$ cat src/rtl/core/dpf_pkg.sv
// Package for the debug packet framer: word types, character codes,
// queue sizing and the hex digit helper. No dependencies.
package dpf_pkg;

    // Framing characters
    localparam logic [7:0] CH_START  = 8'h24;   // '$'
    localparam logic [7:0] CH_HASH   = 8'h23;   // '#'
    localparam logic [7:0] CH_ESCAPE = 8'h7D;   // '}'
    localparam logic [7:0] ESC_XOR   = 8'h20;

    // Command queue sizing (depth must be a power of two)
    localparam int Q_DEPTH = 4;
    localparam int Q_PTR_W = $clog2(Q_DEPTH);
    localparam int Q_CNT_W = $clog2(Q_DEPTH + 1);

    // Input word
    typedef struct packed {
        logic [7:0] data_byte;
        logic       last_byte;
        logic       empty_packet;
    } item_t;

    // Result word
    typedef struct packed {
        logic [7:0] out_byte;
        logic       end_of_run;
        logic       end_of_packet;
    } result_t;

    // Classified command passed from front to back
    typedef struct packed {
        logic       need_start;   // emit '$' first
        logic       has_data;     // a payload character follows
        logic       escaped;      // payload goes out as '}' + char
        logic [7:0] data_char;    // character after any escape
        logic       close;        // emit '#' and checksum digits
        logic [7:0] sum;          // checksum at close
    } cmd_t;

    // Queue status toward the front, the back and the checks
    typedef struct packed {
        logic               full;
        logic               head_valid;
        logic [Q_CNT_W-1:0] count;
    } q_status_t;

    // Output step, one-hot
    typedef enum logic [5:0] {
        STEP_START = 6'b000001,
        STEP_ESC   = 6'b000010,
        STEP_DATA  = 6'b000100,
        STEP_HASH  = 6'b001000,
        STEP_HI    = 6'b010000,
        STEP_LO    = 6'b100000
    } step_t;

    // Lower-case hex character of a nibble
    function automatic logic [7:0] hex_digit(input logic [3:0] v);
        logic [7:0] w;
        w = {4'h0, v};
        return (v < 4'd10) ? (8'h30 + w) : (8'h61 + w - 8'd10);
    endfunction

endpackage

$ cat src/rtl/core/dpf_front.sv
// Front end of the framer: accepts input words, tracks packet state and
// the running checksum, and builds one command per word. Uses dpf_pkg.
module dpf_front (
    input  logic             clk,
    input  logic             rst_n,
    input  logic             push,
    input  logic             full,
    input  dpf_pkg::item_t   item,
    output logic             cmd_wr,
    output dpf_pkg::cmd_t    cmd
);

    logic       in_packet_reg, in_packet_next;
    logic [7:0] sum_reg, sum_next;
    logic       accept;
    logic       esc;
    logic [7:0] esc_char;
    logic [7:0] base_sum;
    logic [7:0] add_val;
    logic [7:0] new_sum;

    assign accept = push && !full;

    // Classify the byte and work out the checksum
    always_comb
    begin
        esc      = (item.data_byte == dpf_pkg::CH_START) ||
                   (item.data_byte == dpf_pkg::CH_HASH)  ||
                   (item.data_byte == dpf_pkg::CH_ESCAPE);
        esc_char = item.data_byte ^ dpf_pkg::ESC_XOR;
        base_sum = in_packet_reg ? sum_reg : 8'h00;
        add_val  = esc ? (dpf_pkg::CH_ESCAPE + esc_char) : item.data_byte;
        new_sum  = base_sum + add_val;

        cmd.need_start = !in_packet_reg;
        cmd.has_data   = !item.empty_packet;
        cmd.escaped    = esc && !item.empty_packet;
        cmd.data_char  = esc ? esc_char : item.data_byte;
        cmd.close      = item.empty_packet || item.last_byte;
        cmd.sum        = item.empty_packet ? base_sum : new_sum;

        // a closed packet clears both the flag and the sum
        in_packet_next = in_packet_reg;
        sum_next       = sum_reg;
        if (accept)
        begin
            in_packet_next = !cmd.close;
            sum_next       = cmd.close ? 8'h00 : new_sum;
        end
    end

    assign cmd_wr = accept;

    // Packet state
    always_ff @(posedge clk or negedge rst_n)
    begin
        if (!rst_n)
        begin
            in_packet_reg <= 1'b0;
            sum_reg       <= 8'h00;
        end
        else
        begin
            in_packet_reg <= in_packet_next;
            sum_reg       <= sum_next;
        end
    end

endmodule

$ cat src/rtl/core/dpf_queue.sv
// Short command queue between front and back of the framer.
// Flip-flop storage, one write (while not full) and one read (while not empty) per cycle. Uses dpf_pkg.
module dpf_queue (
    input  logic                clk,
    input  logic                rst_n,
    input  logic                wr,
    input  dpf_pkg::cmd_t       wr_cmd,
    input  logic                rd,
    output dpf_pkg::cmd_t       head,
    output dpf_pkg::q_status_t  status
);

    dpf_pkg::cmd_t                 entry_reg [dpf_pkg::Q_DEPTH];
    logic [dpf_pkg::Q_PTR_W-1:0]   wr_ptr_reg, wr_ptr_next;
    logic [dpf_pkg::Q_PTR_W-1:0]   rd_ptr_reg, rd_ptr_next;
    logic [dpf_pkg::Q_CNT_W-1:0]   count_reg, count_next;
    logic                          do_wr;
    logic                          do_rd;

    assign status.full       = (count_reg == dpf_pkg::Q_CNT_W'(dpf_pkg::Q_DEPTH));
    assign status.head_valid = (count_reg != '0);
    assign status.count      = count_reg;
    assign head              = entry_reg[rd_ptr_reg];

    assign do_wr = wr && !status.full;
    assign do_rd = rd && status.head_valid;

    // Pointer and fill count update
    always_comb
    begin
        wr_ptr_next = do_wr ? wr_ptr_reg + 1'b1 : wr_ptr_reg;
        rd_ptr_next = do_rd ? rd_ptr_reg + 1'b1 : rd_ptr_reg;
        count_next  = count_reg;
        if (do_wr && !do_rd)
            count_next = count_reg + 1'b1;
        else if (do_rd && !do_wr)
            count_next = count_reg - 1'b1;
    end

    always_ff @(posedge clk or negedge rst_n)
    begin
        if (!rst_n)
        begin
            wr_ptr_reg <= '0;
            rd_ptr_reg <= '0;
            count_reg  <= '0;
        end
        else
        begin
            wr_ptr_reg <= wr_ptr_next;
            rd_ptr_reg <= rd_ptr_next;
            count_reg  <= count_next;
        end
    end

    // Entry storage, no reset
    always_ff @(posedge clk)
    begin
        if (do_wr)
            entry_reg[wr_ptr_reg] <= wr_cmd;
    end

endmodule

$ cat src/rtl/core/dpf_back.sv
// Back end of the framer: walks each queued command one character per
// cycle into the output register while it is free or being drained. Uses dpf_pkg.
module dpf_back (
    input  logic              clk,
    input  logic              rst_n,
    input  logic              head_valid,
    input  dpf_pkg::cmd_t     head,
    output logic              head_rd,
    input  logic              pop,
    output logic              out_valid,
    output dpf_pkg::result_t  result
);

    logic [5:0]         sent_reg, sent_next;
    logic               out_valid_reg, out_valid_next;
    dpf_pkg::result_t   out_reg, out_next;
    logic [5:0]         present;
    logic [5:0]         pending;
    dpf_pkg::step_t     cur;
    logic               last_char;
    logic               load_ok;
    logic               load;
    logic [7:0]         ch;

    // Characters this command still has to send
    always_comb
    begin
        present = {head.close, head.close, head.close,
                   head.has_data, head.has_data && head.escaped, head.need_start};
        pending = present & ~sent_reg;
    end

    // Oldest pending step goes first
    always_comb
    begin
        priority if (pending[0]) cur = dpf_pkg::STEP_START;
        else if (pending[1])     cur = dpf_pkg::STEP_ESC;
        else if (pending[2])     cur = dpf_pkg::STEP_DATA;
        else if (pending[3])     cur = dpf_pkg::STEP_HASH;
        else if (pending[4])     cur = dpf_pkg::STEP_HI;
        else                     cur = dpf_pkg::STEP_LO;
    end

    assign last_char = ((pending & ~cur) == 6'b000000);

    // Character for the current step
    always_comb
    begin
        unique case (cur)
            dpf_pkg::STEP_START: ch = dpf_pkg::CH_START;
            dpf_pkg::STEP_ESC:   ch = dpf_pkg::CH_ESCAPE;
            dpf_pkg::STEP_DATA:  ch = head.data_char;
            dpf_pkg::STEP_HASH:  ch = dpf_pkg::CH_HASH;
            dpf_pkg::STEP_HI:    ch = dpf_pkg::hex_digit(head.sum[7:4]);
            dpf_pkg::STEP_LO:    ch = dpf_pkg::hex_digit(head.sum[3:0]);
            default:             ch = dpf_pkg::CH_HASH;
        endcase
    end

    // Output register loads when free or being drained
    always_comb
    begin
        load_ok        = !out_valid_reg || pop;
        load           = head_valid && load_ok;
        head_rd        = load && last_char;
        sent_next      = sent_reg;
        out_next       = out_reg;
        out_valid_next = out_valid_reg;
        if (load)
        begin
            sent_next              = last_char ? 6'b000000 : (sent_reg | cur);
            out_next.out_byte      = ch;
            out_next.end_of_run    = last_char;
            out_next.end_of_packet = (cur == dpf_pkg::STEP_LO);
            out_valid_next         = 1'b1;
        end
        else if (pop)
            out_valid_next = 1'b0;
    end

    always_ff @(posedge clk or negedge rst_n)
    begin
        if (!rst_n)
        begin
            sent_reg      <= 6'b000000;
            out_valid_reg <= 1'b0;
        end
        else
        begin
            sent_reg      <= sent_next;
            out_valid_reg <= out_valid_next;
        end
    end

    // Result payload, no reset
    always_ff @(posedge clk)
    begin
        out_reg <= out_next;
    end

    assign out_valid = out_valid_reg;
    assign result    = out_reg;

endmodule

$ cat src/rtl/core/debug_packet_framer.sv
// Debug packet framer top level: front, command queue, back.
// An accepted word is registered in the command queue, then its characters in the output register.
// The back sequencer gives one result word per cycle while commands wait and pop drains the output;
// an input word becomes 1 to 6 characters (plain 1, escaped 2, '$' and close add 1 and 3).
// Input words are taken every cycle while the 4-entry command queue has room.
// Reset (rst_n low, async): queue and output empty, no packet open, sum zero.
module debug_packet_framer (
    input  logic              clk,
    input  logic              rst_n,
    input  logic              push,
    output logic              full,
    input  dpf_pkg::item_t    item,
    input  logic              pop,
    output logic              empty,
    output dpf_pkg::result_t  result
);

    dpf_pkg::cmd_t       cmd;
    logic                cmd_wr;
    dpf_pkg::cmd_t       head;
    dpf_pkg::q_status_t  q_status;
    logic                head_rd;
    logic                out_valid;

    dpf_front u_front (
        .clk    (clk),
        .rst_n  (rst_n),
        .push   (push),
        .full   (q_status.full),
        .item   (item),
        .cmd_wr (cmd_wr),
        .cmd    (cmd)
    );

    dpf_queue u_queue (
        .clk    (clk),
        .rst_n  (rst_n),
        .wr     (cmd_wr),
        .wr_cmd (cmd),
        .rd     (head_rd),
        .head   (head),
        .status (q_status)
    );

    dpf_back u_back (
        .clk        (clk),
        .rst_n      (rst_n),
        .head_valid (q_status.head_valid),
        .head       (head),
        .head_rd    (head_rd),
        .pop        (pop),
        .out_valid  (out_valid),
        .result     (result)
    );

    assign full  = q_status.full;
    assign empty = !out_valid;

    // Checks

    // fill count never passes the queue depth
    a_q_bound: assert property (@(posedge clk) disable iff (!rst_n)
        q_status.count <= dpf_pkg::Q_CNT_W'(dpf_pkg::Q_DEPTH))
        else $error("command queue count out of range");

    // an accepted word leaves a command waiting or in progress
    a_q_fill: assert property (@(posedge clk) disable iff (!rst_n)
        (push && !full) |=> (q_status.count != '0))
        else $error("accepted word lost from command queue");

    // the closing checksum digit always ends the run
    a_eop_eor: assert property (@(posedge clk) disable iff (!rst_n)
        (!empty && result.end_of_packet) |-> result.end_of_run)
        else $error("end of packet without end of run");

    // the closing digit is a lower-case hex character
    a_eop_hex: assert property (@(posedge clk) disable iff (!rst_n)
        (!empty && result.end_of_packet) |->
        ((result.out_byte >= 8'h30 && result.out_byte <= 8'h39) ||
         (result.out_byte >= 8'h61 && result.out_byte <= 8'h66)))
        else $error("checksum digit not a hex character");

endmodule
$ cat config.mk
export PLATFORM = sky130hd
export DESIGN_NAME = debug_packet_framer
export DESIGN_NICKNAME = d
export VERILOG_FILES = /design/src/rtl/core/dpf_pkg.sv /design/src/rtl/core/dpf_front.sv /design/src/rtl/core/dpf_queue.sv /design/src/rtl/core/dpf_back.sv /design/src/rtl/core/debug_packet_framer.sv
export SDC_FILE = /design/constraint.sdc
export NUM_CORES = 1
export LEC_CHECK = 0
export BUFFER_PORTS_ARGS = -buffer_cell sky130_fd_sc_hd__buf_2
export CORE_MARGIN = 10
export CORE_UTILIZATION = 35
export CTS_BUF_LIST = sky130_fd_sc_hd__clkbuf_16
export DETAILED_ROUTE_END_ITERATION = 10
export GPL_TIMING_DRIVEN = 0
export PLACE_DENSITY = 0.53
export SYNTH_ARGS = -nofsm -noshare
export SYNTH_HDL_FRONTEND = slang
export SYNTH_SLANG_ARGS = --single-unit
$ cat constraint.sdc
create_clock -name clk -period 3.5 [get_ports clk]
set_input_delay 0.175 -clock clk [delete_from_list [all_inputs] [get_ports clk]]
set_output_delay 0.175 -clock clk [all_outputs]
set_load 0.005 [all_outputs]
Yosys cells after proc, flatten, opt, wreduce, memory -nomap -nowiden
Memory sizes are Yosys's and may differ from the RTL's.
Index checks and enable logic that the tools add are counted.
{"block": "word_totals", "ff_bits": 33, "mem_bits_rw": 80, "input_bits": 14, "out_inout_bits": 12, "word_cells": 84, "n_memories": 1}
{"name": "u_queue.entry_reg", "words": 4, "width": 20, "rd": 1, "rd_ports_with_merged_regs": 0, "wr": 1, "line": "dpf_queue.sv:13", "text": "dpf_pkg::cmd_t entry_reg [dpf_pkg::Q_DEPTH];"}
{"block": "classes", "addsub": 12, "magnitude_cmp": 2, "eq_ne": 9, "mux": 20, "bitwise_logic": 6, "reduce_logical": 24}
{"operator": "2-to-1 mux 8 bit", "n": 6}
{"operator": "2-to-1 mux 6 bit", "n": 7}
{"operator": "case mux 8 bit (5 select lines)", "n": 1}
{"operator": "adder 7 x 4 -> 8 bit (first input constant)", "n": 2}
{"operator": "equality test 8 x 6 -> 1 bit (second input constant)", "n": 2}
{"operator": "subtractor 8 x 4 -> 8 bit (second input constant)", "n": 2}
{"operator": "adder 6 x 4 -> 7 bit (first input constant)", "n": 2}
{"operator": "AND 6 bit", "n": 2}
{"operator": "inverter 6 bit", "n": 2}
{"operator": "logical AND 1 bit", "n": 9}
{"operator": "adder 7 x 8 -> 8 bit (first input constant)", "n": 1}
{"operator": "adder 8 bit", "n": 1}
{"operator": "equality test 8 x 7 -> 1 bit (second input constant)", "n": 1}
{"operator": "< comparator 4 bit (second input constant)", "n": 2}
{"operator": "logical NOT 1 bit", "n": 7}
{"operator": "equality test 6 x 1 -> 1 bit (second input constant)", "n": 1}
{"operator": "equality test 6 x 2 -> 1 bit (second input constant)", "n": 1}
{"operator": "equality test 6 x 3 -> 1 bit (second input constant)", "n": 1}
{"operator": "equality test 6 x 5 -> 1 bit (second input constant)", "n": 1}
{"operator": "equality test 6 bit (second input constant)", "n": 1}
{"operator": "logical NOT 6 bit", "n": 1}
{"operator": "2-to-1 mux 3 bit", "n": 2}
{"operator": "bitwise OR 6 bit", "n": 1}
{"operator": "adder 2 x 1 -> 2 bit (second input constant)", "n": 2}
{"operator": "8 further kinds", "n": 15}

Depth between registers and ports, before layout
Gate-level depths: netlist of the first run.
An unclocked memory read counts as a cell.
{"block": "logic_depth", "word_depth": 16, "ltp_mapped": 16}

Modules after synthesis
Synthesis of the first run repeated with hierarchy kept, for this count alone.
{"block": "unflattened", "cells_unflattened": 386, "area_unflattened_um2": 5507.8}
{"module": "dpf_queue", "instances": 1, "cells_per_inst": 139, "area_each_um2": 3399.5, "seq_area_each_um2": 2577.5}
{"module": "dpf_back", "instances": 1, "cells_per_inst": 110, "area_each_um2": 1067.3, "seq_area_each_um2": 475.5}
{"module": "dpf_front", "instances": 1, "cells_per_inst": 136, "area_each_um2": 1037.2, "seq_area_each_um2": 225.2}
{"module": "debug_packet_framer", "instances": 1, "cells_per_inst": 1, "area_each_um2": 3.8, "seq_area_each_um2": 0.0}

Worst setup path after synthesis of the first run
OpenSTA, ideal clock, no wires.
{"block": "synth_timing", "kind": "in2reg", "from": "input item[8] (netlist name)", "to": "memory u_queue.entry_reg[0][7] (netlist name), data pin", "t_arrival_ns": 3.077, "required_time_ns": 3.211, "path_slack_ns": 0.133, "cell_stages": 13, "n_path_buf": 1, "path_cell_list": "or4b_2 -> o22ai_1 -> nor2b_1 -> clkbuf_1 -> mux2i_1 -> inv_1 -> ha_1 -> a21o_1 -> a21oi_1 -> o22ai_1 -> o41ai_1 -> xnor2_1 -> o21ai_0"}
{"item": "start, declared", "line": "debug_packet_framer.sv:12", "text": "input dpf_pkg::item_t item,"}
{"item": "end, declared", "line": "dpf_queue.sv:13"}

==> results.md, run 1 <==
* Unique masters post-synth at 49
* Post-synth top area cell: edfxtp_1
* Commonest non-fill, non-tap cells in the layout: edfxtp_1, nand2_1, inv_1
* Met1 GRT Util at 14.3%
* Chip height at 143 um
* Critical path's most frequent cell: o22ai_1
* WP data arrival at 3.42 ns
* Pwr Total at 5.61 mW
* Sink Count at 113
* 1st-pass router iterations at 4
* Min Hold Slack at 0.0315 ns
* Commonest non-fill, non-tap cell in the layout: edfxtp_1
* Antenna cell count at 0
* Element type at the critical path end: flop
* Clk root buf: clkbuf_16
* RSZ-0062 raised after global routing: false
* R2R setup slack at 0.22 ns
* CP Launch Type: input pin
* First-pass GRT wire length at 17100 um
* Row cnt at 44
* Vias in the first global route at 3249
* Cell internal pwr at 3.80 mW
* CTS Buffer Depth at 2
* Mapped Area at 5290 um2
* End of the critical path: u_queue.entry_reg[2][7]$_DFFE_PP_
* Required @ worst endpoint at 3.62 ns
* Register bit count reported by yosys at 113
* CTS H-tree depth at 4
* Worst Setup SP: item[8]
* Via Count at 3185
* Clock network power share at 31.8%
* Final setup vio count at 0
* Final period util at 94.3%
* Placed instance count at 590
* CTS buffer count at 17
* Worst-Skew Late Latency at 0.41 ns
* Nets at 460
* Final ANT Viol Nets at 0
* Sw power at 1.81 mW
* Power per cell area at 890 nW/um2
* FMAX at 303 MHz
* Most area-consuming cells after synthesis: edfxtp_1, dfrtp_1, mux4_2
* Setup WS pre-CTS at -0.745 ns
* IO Port Bufs at 24
* Layout Skew at 0.0108 ns
* Starting Density at 36.1%
* Placed cell areas at 5640 um2
* Sequential cell area fraction in the yosys report at 62.0%
* Mapped Nets at 415
* Critical path cell sequence: buf_2, or4b_2, o22ai_1, nor2b_1, clkbuf_2, mux2i_1, inv_1, ha_1, a21o_1, a21oi_1, o22ai_1, o41ai_2, xnor2_1, o21ai_2
* Logic pwr share at 32.3%
* CP max FO at 7
* Die X at 143 um
* Congestion Overflow GR at 0
* Slew Viols, Final at 0
* Max FFs per register at 80
* Reg-to-reg startpoint: u_queue.rd_ptr_reg[0]$_DFFE_PN0P_
* Layout cell share with drive strength beyond 1 at 19.8%
* Worst-path clk slew at 0.05 ns
* Synthesis warning total at 0
* Final non-filler cell total at 624
* Initial antenna violation count at 0
* Hold WC Path Type: input pin to flop
* Outcome: complete, no violations
* Initial DRC Count at 200
* Setup bufs post-CTS at 0
* Reg2Reg Depth at 10
* Maximum vdd drop at 0.000387 V
* Drt wl/cell at 17.2 um
* Max cap viols at 0
* Gr busiest metal: met2
* Slew at the pin closest to its max-slew limit at 1.10 ns
* GRT met3 Usage at 3.88%
* Reg-to-Reg End: u_queue.count_reg[1]$_DFFE_PN0P_
* Post-layout min period at 3.30 ns
* Crit-path slowest cell: or4b_2
* CTS tree: yes
* Core footprint at 14600 um2
* GPL Wtd Cong at 0.904
* Number of I/O pins at 26
* Max-slew headroom at 26.5%
* Finished Cell Area at 6300 um2
* CP Class: input pin to flop
* Post-route DRC at 0
* Critical Path Max Stage Delay at 0.66 ns
* Sequential share of power at 35.9%
* Final WS setup at 0.201 ns
* Final core utilization at 43.0%
* Post-DR vias/cell at 5.10
* Layout area overhead at 19.1%
* Full die area at 20400 um2
* Post-Syn Instances at 382
* Setup TNS at 0 ns
* Fillers at 1362
* Final hold vios at 0
* Top-area cell type share of the netlist area at 51.1%
* Switching share of power at 32.2%
* Total Wirelength at 10700 um
* GRT Resource Usage Total at 11.2%
* P_leak at 2.41 nW
* Largest net degree at the start of global routing at 24
* GR Util met2 at 16.6%
* Avg Cell Area, Syn at 13.8 um2
* Post-detail-place hpwl at 7480 um
## Yosys cell counts, drive strengths merged
| cell | number |
|---|---|
| and4b | 1 |
| nor3b | 2 |
| a32oi | 2 |
| buf | 6 |
| nand2 | 43 |
| a221o | 1 |
| nor3 | 2 |
| or2 | 3 |
| nand3b | 1 |
| xnor2 | 8 |
| mux2 | 2 |
| inv | 29 |
| a31oi | 1 |
| dfrtp | 23 |
| a21boi | 4 |
| clkbuf | 8 |
| o21ai | 22 |
| nand2b | 4 |
| a21o | 2 |
| nor2 | 16 |
| and2 | 12 |
| o31ai | 8 |
| fa | 2 |
| a211oi | 2 |
| mux4 | 20 |
| ha | 17 |
| o22ai | 3 |
| o211ai | 3 |
| or4b | 1 |
| mux2i | 2 |
| a21oi | 19 |
| nand4 | 2 |
| edfxtp | 90 |
| o41ai | 2 |
| nor2b | 5 |
| nand3 | 8 |
| xor2 | 6 |
## cells by family after synthesis
| group | count (synthesis) | synth area share, % |
|---|---|---|
| AOI/OAI and AO/OA | 69 | 8.57 |
| adders and majority gates | 19 | 4.78 |
| muxes | 24 | 9.90 |
| DFF | 113 | 62.0 |
| and+or+nand+nor | 100 | 9.16 |
| xor gates and xnor gates | 14 | 2.32 |
| buffers and inverters | 43 | 3.24 |
## per-layer routing
layer / vias to the layer above / wire length, um
li1: 1508 / -
met5: - / 0
met2: 81 / 4890
met1: 1575 / 5080
met3: 21 / 528
met4: 0 / 215
## critical path, delay by kind of cell
| family | cells | cell delay [ns] |
|---|---|---|
| AOI/OAI and AO/OA | 6 | 1.16 |
| adders and majority gates | 1 | 0.30 |
| and+or+nand+nor | 2 | 0.81 |
| muxes | 1 | 0.34 |
| xor gates and xnor gates | 1 | 0.21 |
| buffers and inverters | 3 | 0.43 |
## layout make-up
class	count	area (um2)	share of cell area (%)
Sequential cell	113	3280	52.1
Multi-Input combinational cell	226	1860	29.5
Clock buffer	17	425	6.76
Tap cell	184	230	3.66
Clock inverter	15	193	3.06
Timing Repair Buffer	26	140	2.23
Inverter	29	109	1.73
Buffer	14	65.1	1.03
## repair_timing
action / CTS / global route
resized for setup: 4 / 5
hold buffers: 2 / 0
endpoints found under the setup margin: 5 / 13
hold endpoints to repair: 24 / 0
## power groups by stage
stage               Sequential (mW)  Clock, mW  Combinational, mW
floorplan                      2.01          0               1.32
global placement               2.02          0               1.79
detailed placement             2.04          0               1.82
CTS                            2.02       1.81               1.83
global route                   2.05       1.88               2.02
finish                         2.01       1.78               1.81
## worst min path at each step
stage	end	from	slack (ns)	cells past startpoint
after floorplan	u_back.out_valid$_DFFE_PN0P_	rst_n	-0.12	0
after global placement	u_back.sent_reg[1]$_DFFE_PN0P_	rst_n	0.22	1
after detailed placement	u_back.sent_reg[4]$_DFFE_PN0P_	rst_n	0.22	1
after CTS	u_queue.entry_reg[1][15]$_DFFE_PP_	item[8]	0.01	1
after global routing	u_queue.entry_reg[2][16]$_DFFE_PP_	item[9]	0.04	1
final	u_queue.entry_reg[2][16]$_DFFE_PP_	item[9]	0.03	1
(Power assumes the default switching activity.)
==> run 2: changes to the inputs <==
CORE_ASPECT_RATIO = 2   (was unset)
MAX_ROUTING_LAYER = met4   (was unset)
==> results.md, run 2 (synthesis gave the netlist of run 1 again) <==
* Row cnt at 63
* Number of I/O pins at 26
* Slew at the pin closest to its max-slew limit at 1.12 ns
* GRT Resource Usage Total at 11.8%
* Chip height at 194 um
* Nets at 460
* FMAX at 296 MHz
* CTS Buffer Depth at 2
* Required @ worst endpoint at 3.70 ns
* Post-detail-place hpwl at 8210 um
* Hold Crit Depth at 1
* Final hold vios at 0
* Sink Count at 113
* Max FFs per register at 80
* P_leak at 2.39 nW
* Layout cell share with drive strength beyond 1 at 18.4%
* CTS tree: yes
* Pwr Total at 5.40 mW
* Commonest non-fill, non-tap cell in the layout: edfxtp_1
* WP data arrival at 3.57 ns
* Reg-to-reg startpoint: u_queue.rd_ptr_reg[0]$_DFFE_PN0P_
* CP Class: input pin to flop
* First-pass GRT wire length at 18000 um
* Drt wl/cell at 17.8 um
* R2R setup slack at 0.17 ns
* Post-route DRC at 0
* Worst-Skew Late Latency at 0.41 ns
* Layout Skew at 0.00810 ns
* Commonest non-fill, non-tap cells in the layout: edfxtp_1, nand2_1, inv_1
* IO Port Bufs at 24
* Final non-filler cell total at 635
* Final setup vio count at 0
* CTS H-tree depth at 4
* Final ANT Viol Nets at 0
* Largest net degree at the start of global routing at 24
* Total Wirelength at 11300 um
* Post-layout min period at 3.38 ns
* Worst Hold Endpoint: u_queue.entry_reg[0][16]$_DFFE_PP_
* Post-DR vias/cell at 4.97
* CTS buffer count at 17
* Min-Delay Startpoint: item[9]
* Power per cell area at 865 nW/um2
* Layout area overhead at 18.1%
* RSZ-0062 raised after global routing: false
* Reg-to-Reg End: u_queue.count_reg[1]$_DFFE_PN0P_
* Final period util at 96.5%
* Initial antenna violation count at 0
* Max cap viols at 0
* Worst-path clk slew at 0.05 ns
* Placed instance count at 601
* CP Launch Type: input pin
* Starting Density at 35.7%
* Hold WC Path Type: input pin to flop
* Congestion Overflow GR at 0
* Setup TNS at 0 ns
* 1st-pass router iterations at 4
* Vias in the first global route at 3334
* Reg2Reg Depth at 10
* Clk root buf: clkbuf_16
* Full die area at 20700 um2
* Antenna cell count at 0
* Slew Viols, Final at 0
* CP max FO at 7
* Via Count at 3153
* GPL Wtd Cong at 0.796
* Initial DRC Count at 139
* Core footprint at 14800 um2
* Die X at 107 um
* Outcome: complete, no violations
* Maximum vdd drop at 0.000329 V
* Max-slew headroom at 25.4%
* Element type at the critical path end: flop
## run 2: cell types whose count changed in the layout (fill, tap and decap cells not counted)
| cell | previous run | this run |
|---|---|---|
| clkinv_4 | 2 | 0 |
| inv_1 | 30 | 34 |
| mux2i_1 | 2 | 1 |
| inv_6 | 2 | 0 |
| clkinvlp_4 | 2 | 0 |
| clkinv_2 | 3 | 5 |
| o21ai_0 | 19 | 20 |
| mux2i_4 | 0 | 1 |
| bufinv_16 | 4 | 2 |
| o21ai_2 | 1 | 0 |
| clkinv_1 | 0 | 2 |
## run 2: per-layer routing
metal | track usage [%] | up-vias | wire [um]
met5 | - | - | 0
met3 | 2.70 | 19 | 322
li1 | - | 1505 | -
met1 | 10.9 | 1568 | 4060
met2 | 21.6 | 61 | 6540
met4 | 6.23 | 0 | 377
## run 2: power by group
part	switching [mW]	total [mW]	internal, mW
clock network	0.556	1.57	1.01
logic	1.08	1.81	0.733
registers	0.131	2.01	1.88
## run 2: critical path, stage by stage
cell	delay [ns]
buf_2	0.15
or4b_2	0.67
o22ai_1	0.18
nor2b_1	0.16
clkbuf_2	0.23
mux2i_4	0.32
inv_1	0.08
ha_1	0.29
a21o_1	0.18
a21oi_1	0.25
o22ai_1	0.17
o41ai_2	0.29
xnor2_1	0.15
o21ai_1	0.29
## run 2: how the worst max path moves through the flow
stage	startpoint	endpoint	slack [ns]
after floorplan	item[8]	u_queue.entry_reg[0][7]$_DFFE_PP_	0.13
after global placement	item[8]	u_queue.entry_reg[0][7]$_DFFE_PP_	-0.64
after detailed placement	item[8]	u_queue.entry_reg[2][7]$_DFFE_PP_	-0.78
after CTS	u_queue.rd_ptr_reg[1]$_DFFE_PN0P_	u_queue.count_reg[1]$_DFFE_PN0P_	0.04
after global routing	u_queue.rd_ptr_reg[0]$_DFFE_PN0P_	u_queue.count_reg[1]$_DFFE_PN0P_	0.0006
final	item[8]	u_queue.entry_reg[1][7]$_DFFE_PP_	0.12
## run 2: repair_timing
action                                  in CTS  in global routing
resized for setup                            5                  4
hold buffers                                 2                  0
endpoints found under the hold margin       24                  0
endpoints found under the setup margin       6                  9
buffers inserted                             0                  0
## run 2: through the flow
step / hold slack (ns) / setup slack, ns / instance area (um2) / util, %
after detailed placement: 0.237 / -0.779 / 5650 / 38.1
after global placement: 0.236 / -0.641 / 5650 / 38.1
after global routing: 0.0357 / 0.000567 / 6240 / 42.1
after floorplan: -0.121 / 0.133 / 5290 / -
final: 0.0356 / 0.122 / 6240 / 42.1
after CTS: 0.0353 / 0.0427 / 6230 / 42.0
## run 2: layout make-up
| class | instances | area (um2) |
|---|---|---|
| fillers | 1441 | 8580 |
| flip-flops and latches | 113 | 3280 |
| multi-input cells | 226 | 1860 |
| clock buffers | 17 | 425 |
| well taps | 195 | 244 |
| repair buffers | 26 | 140 |
| clock inverters | 15 | 115 |
| inverters | 29 | 109 |
| plain buffers | 14 | 65.1 |
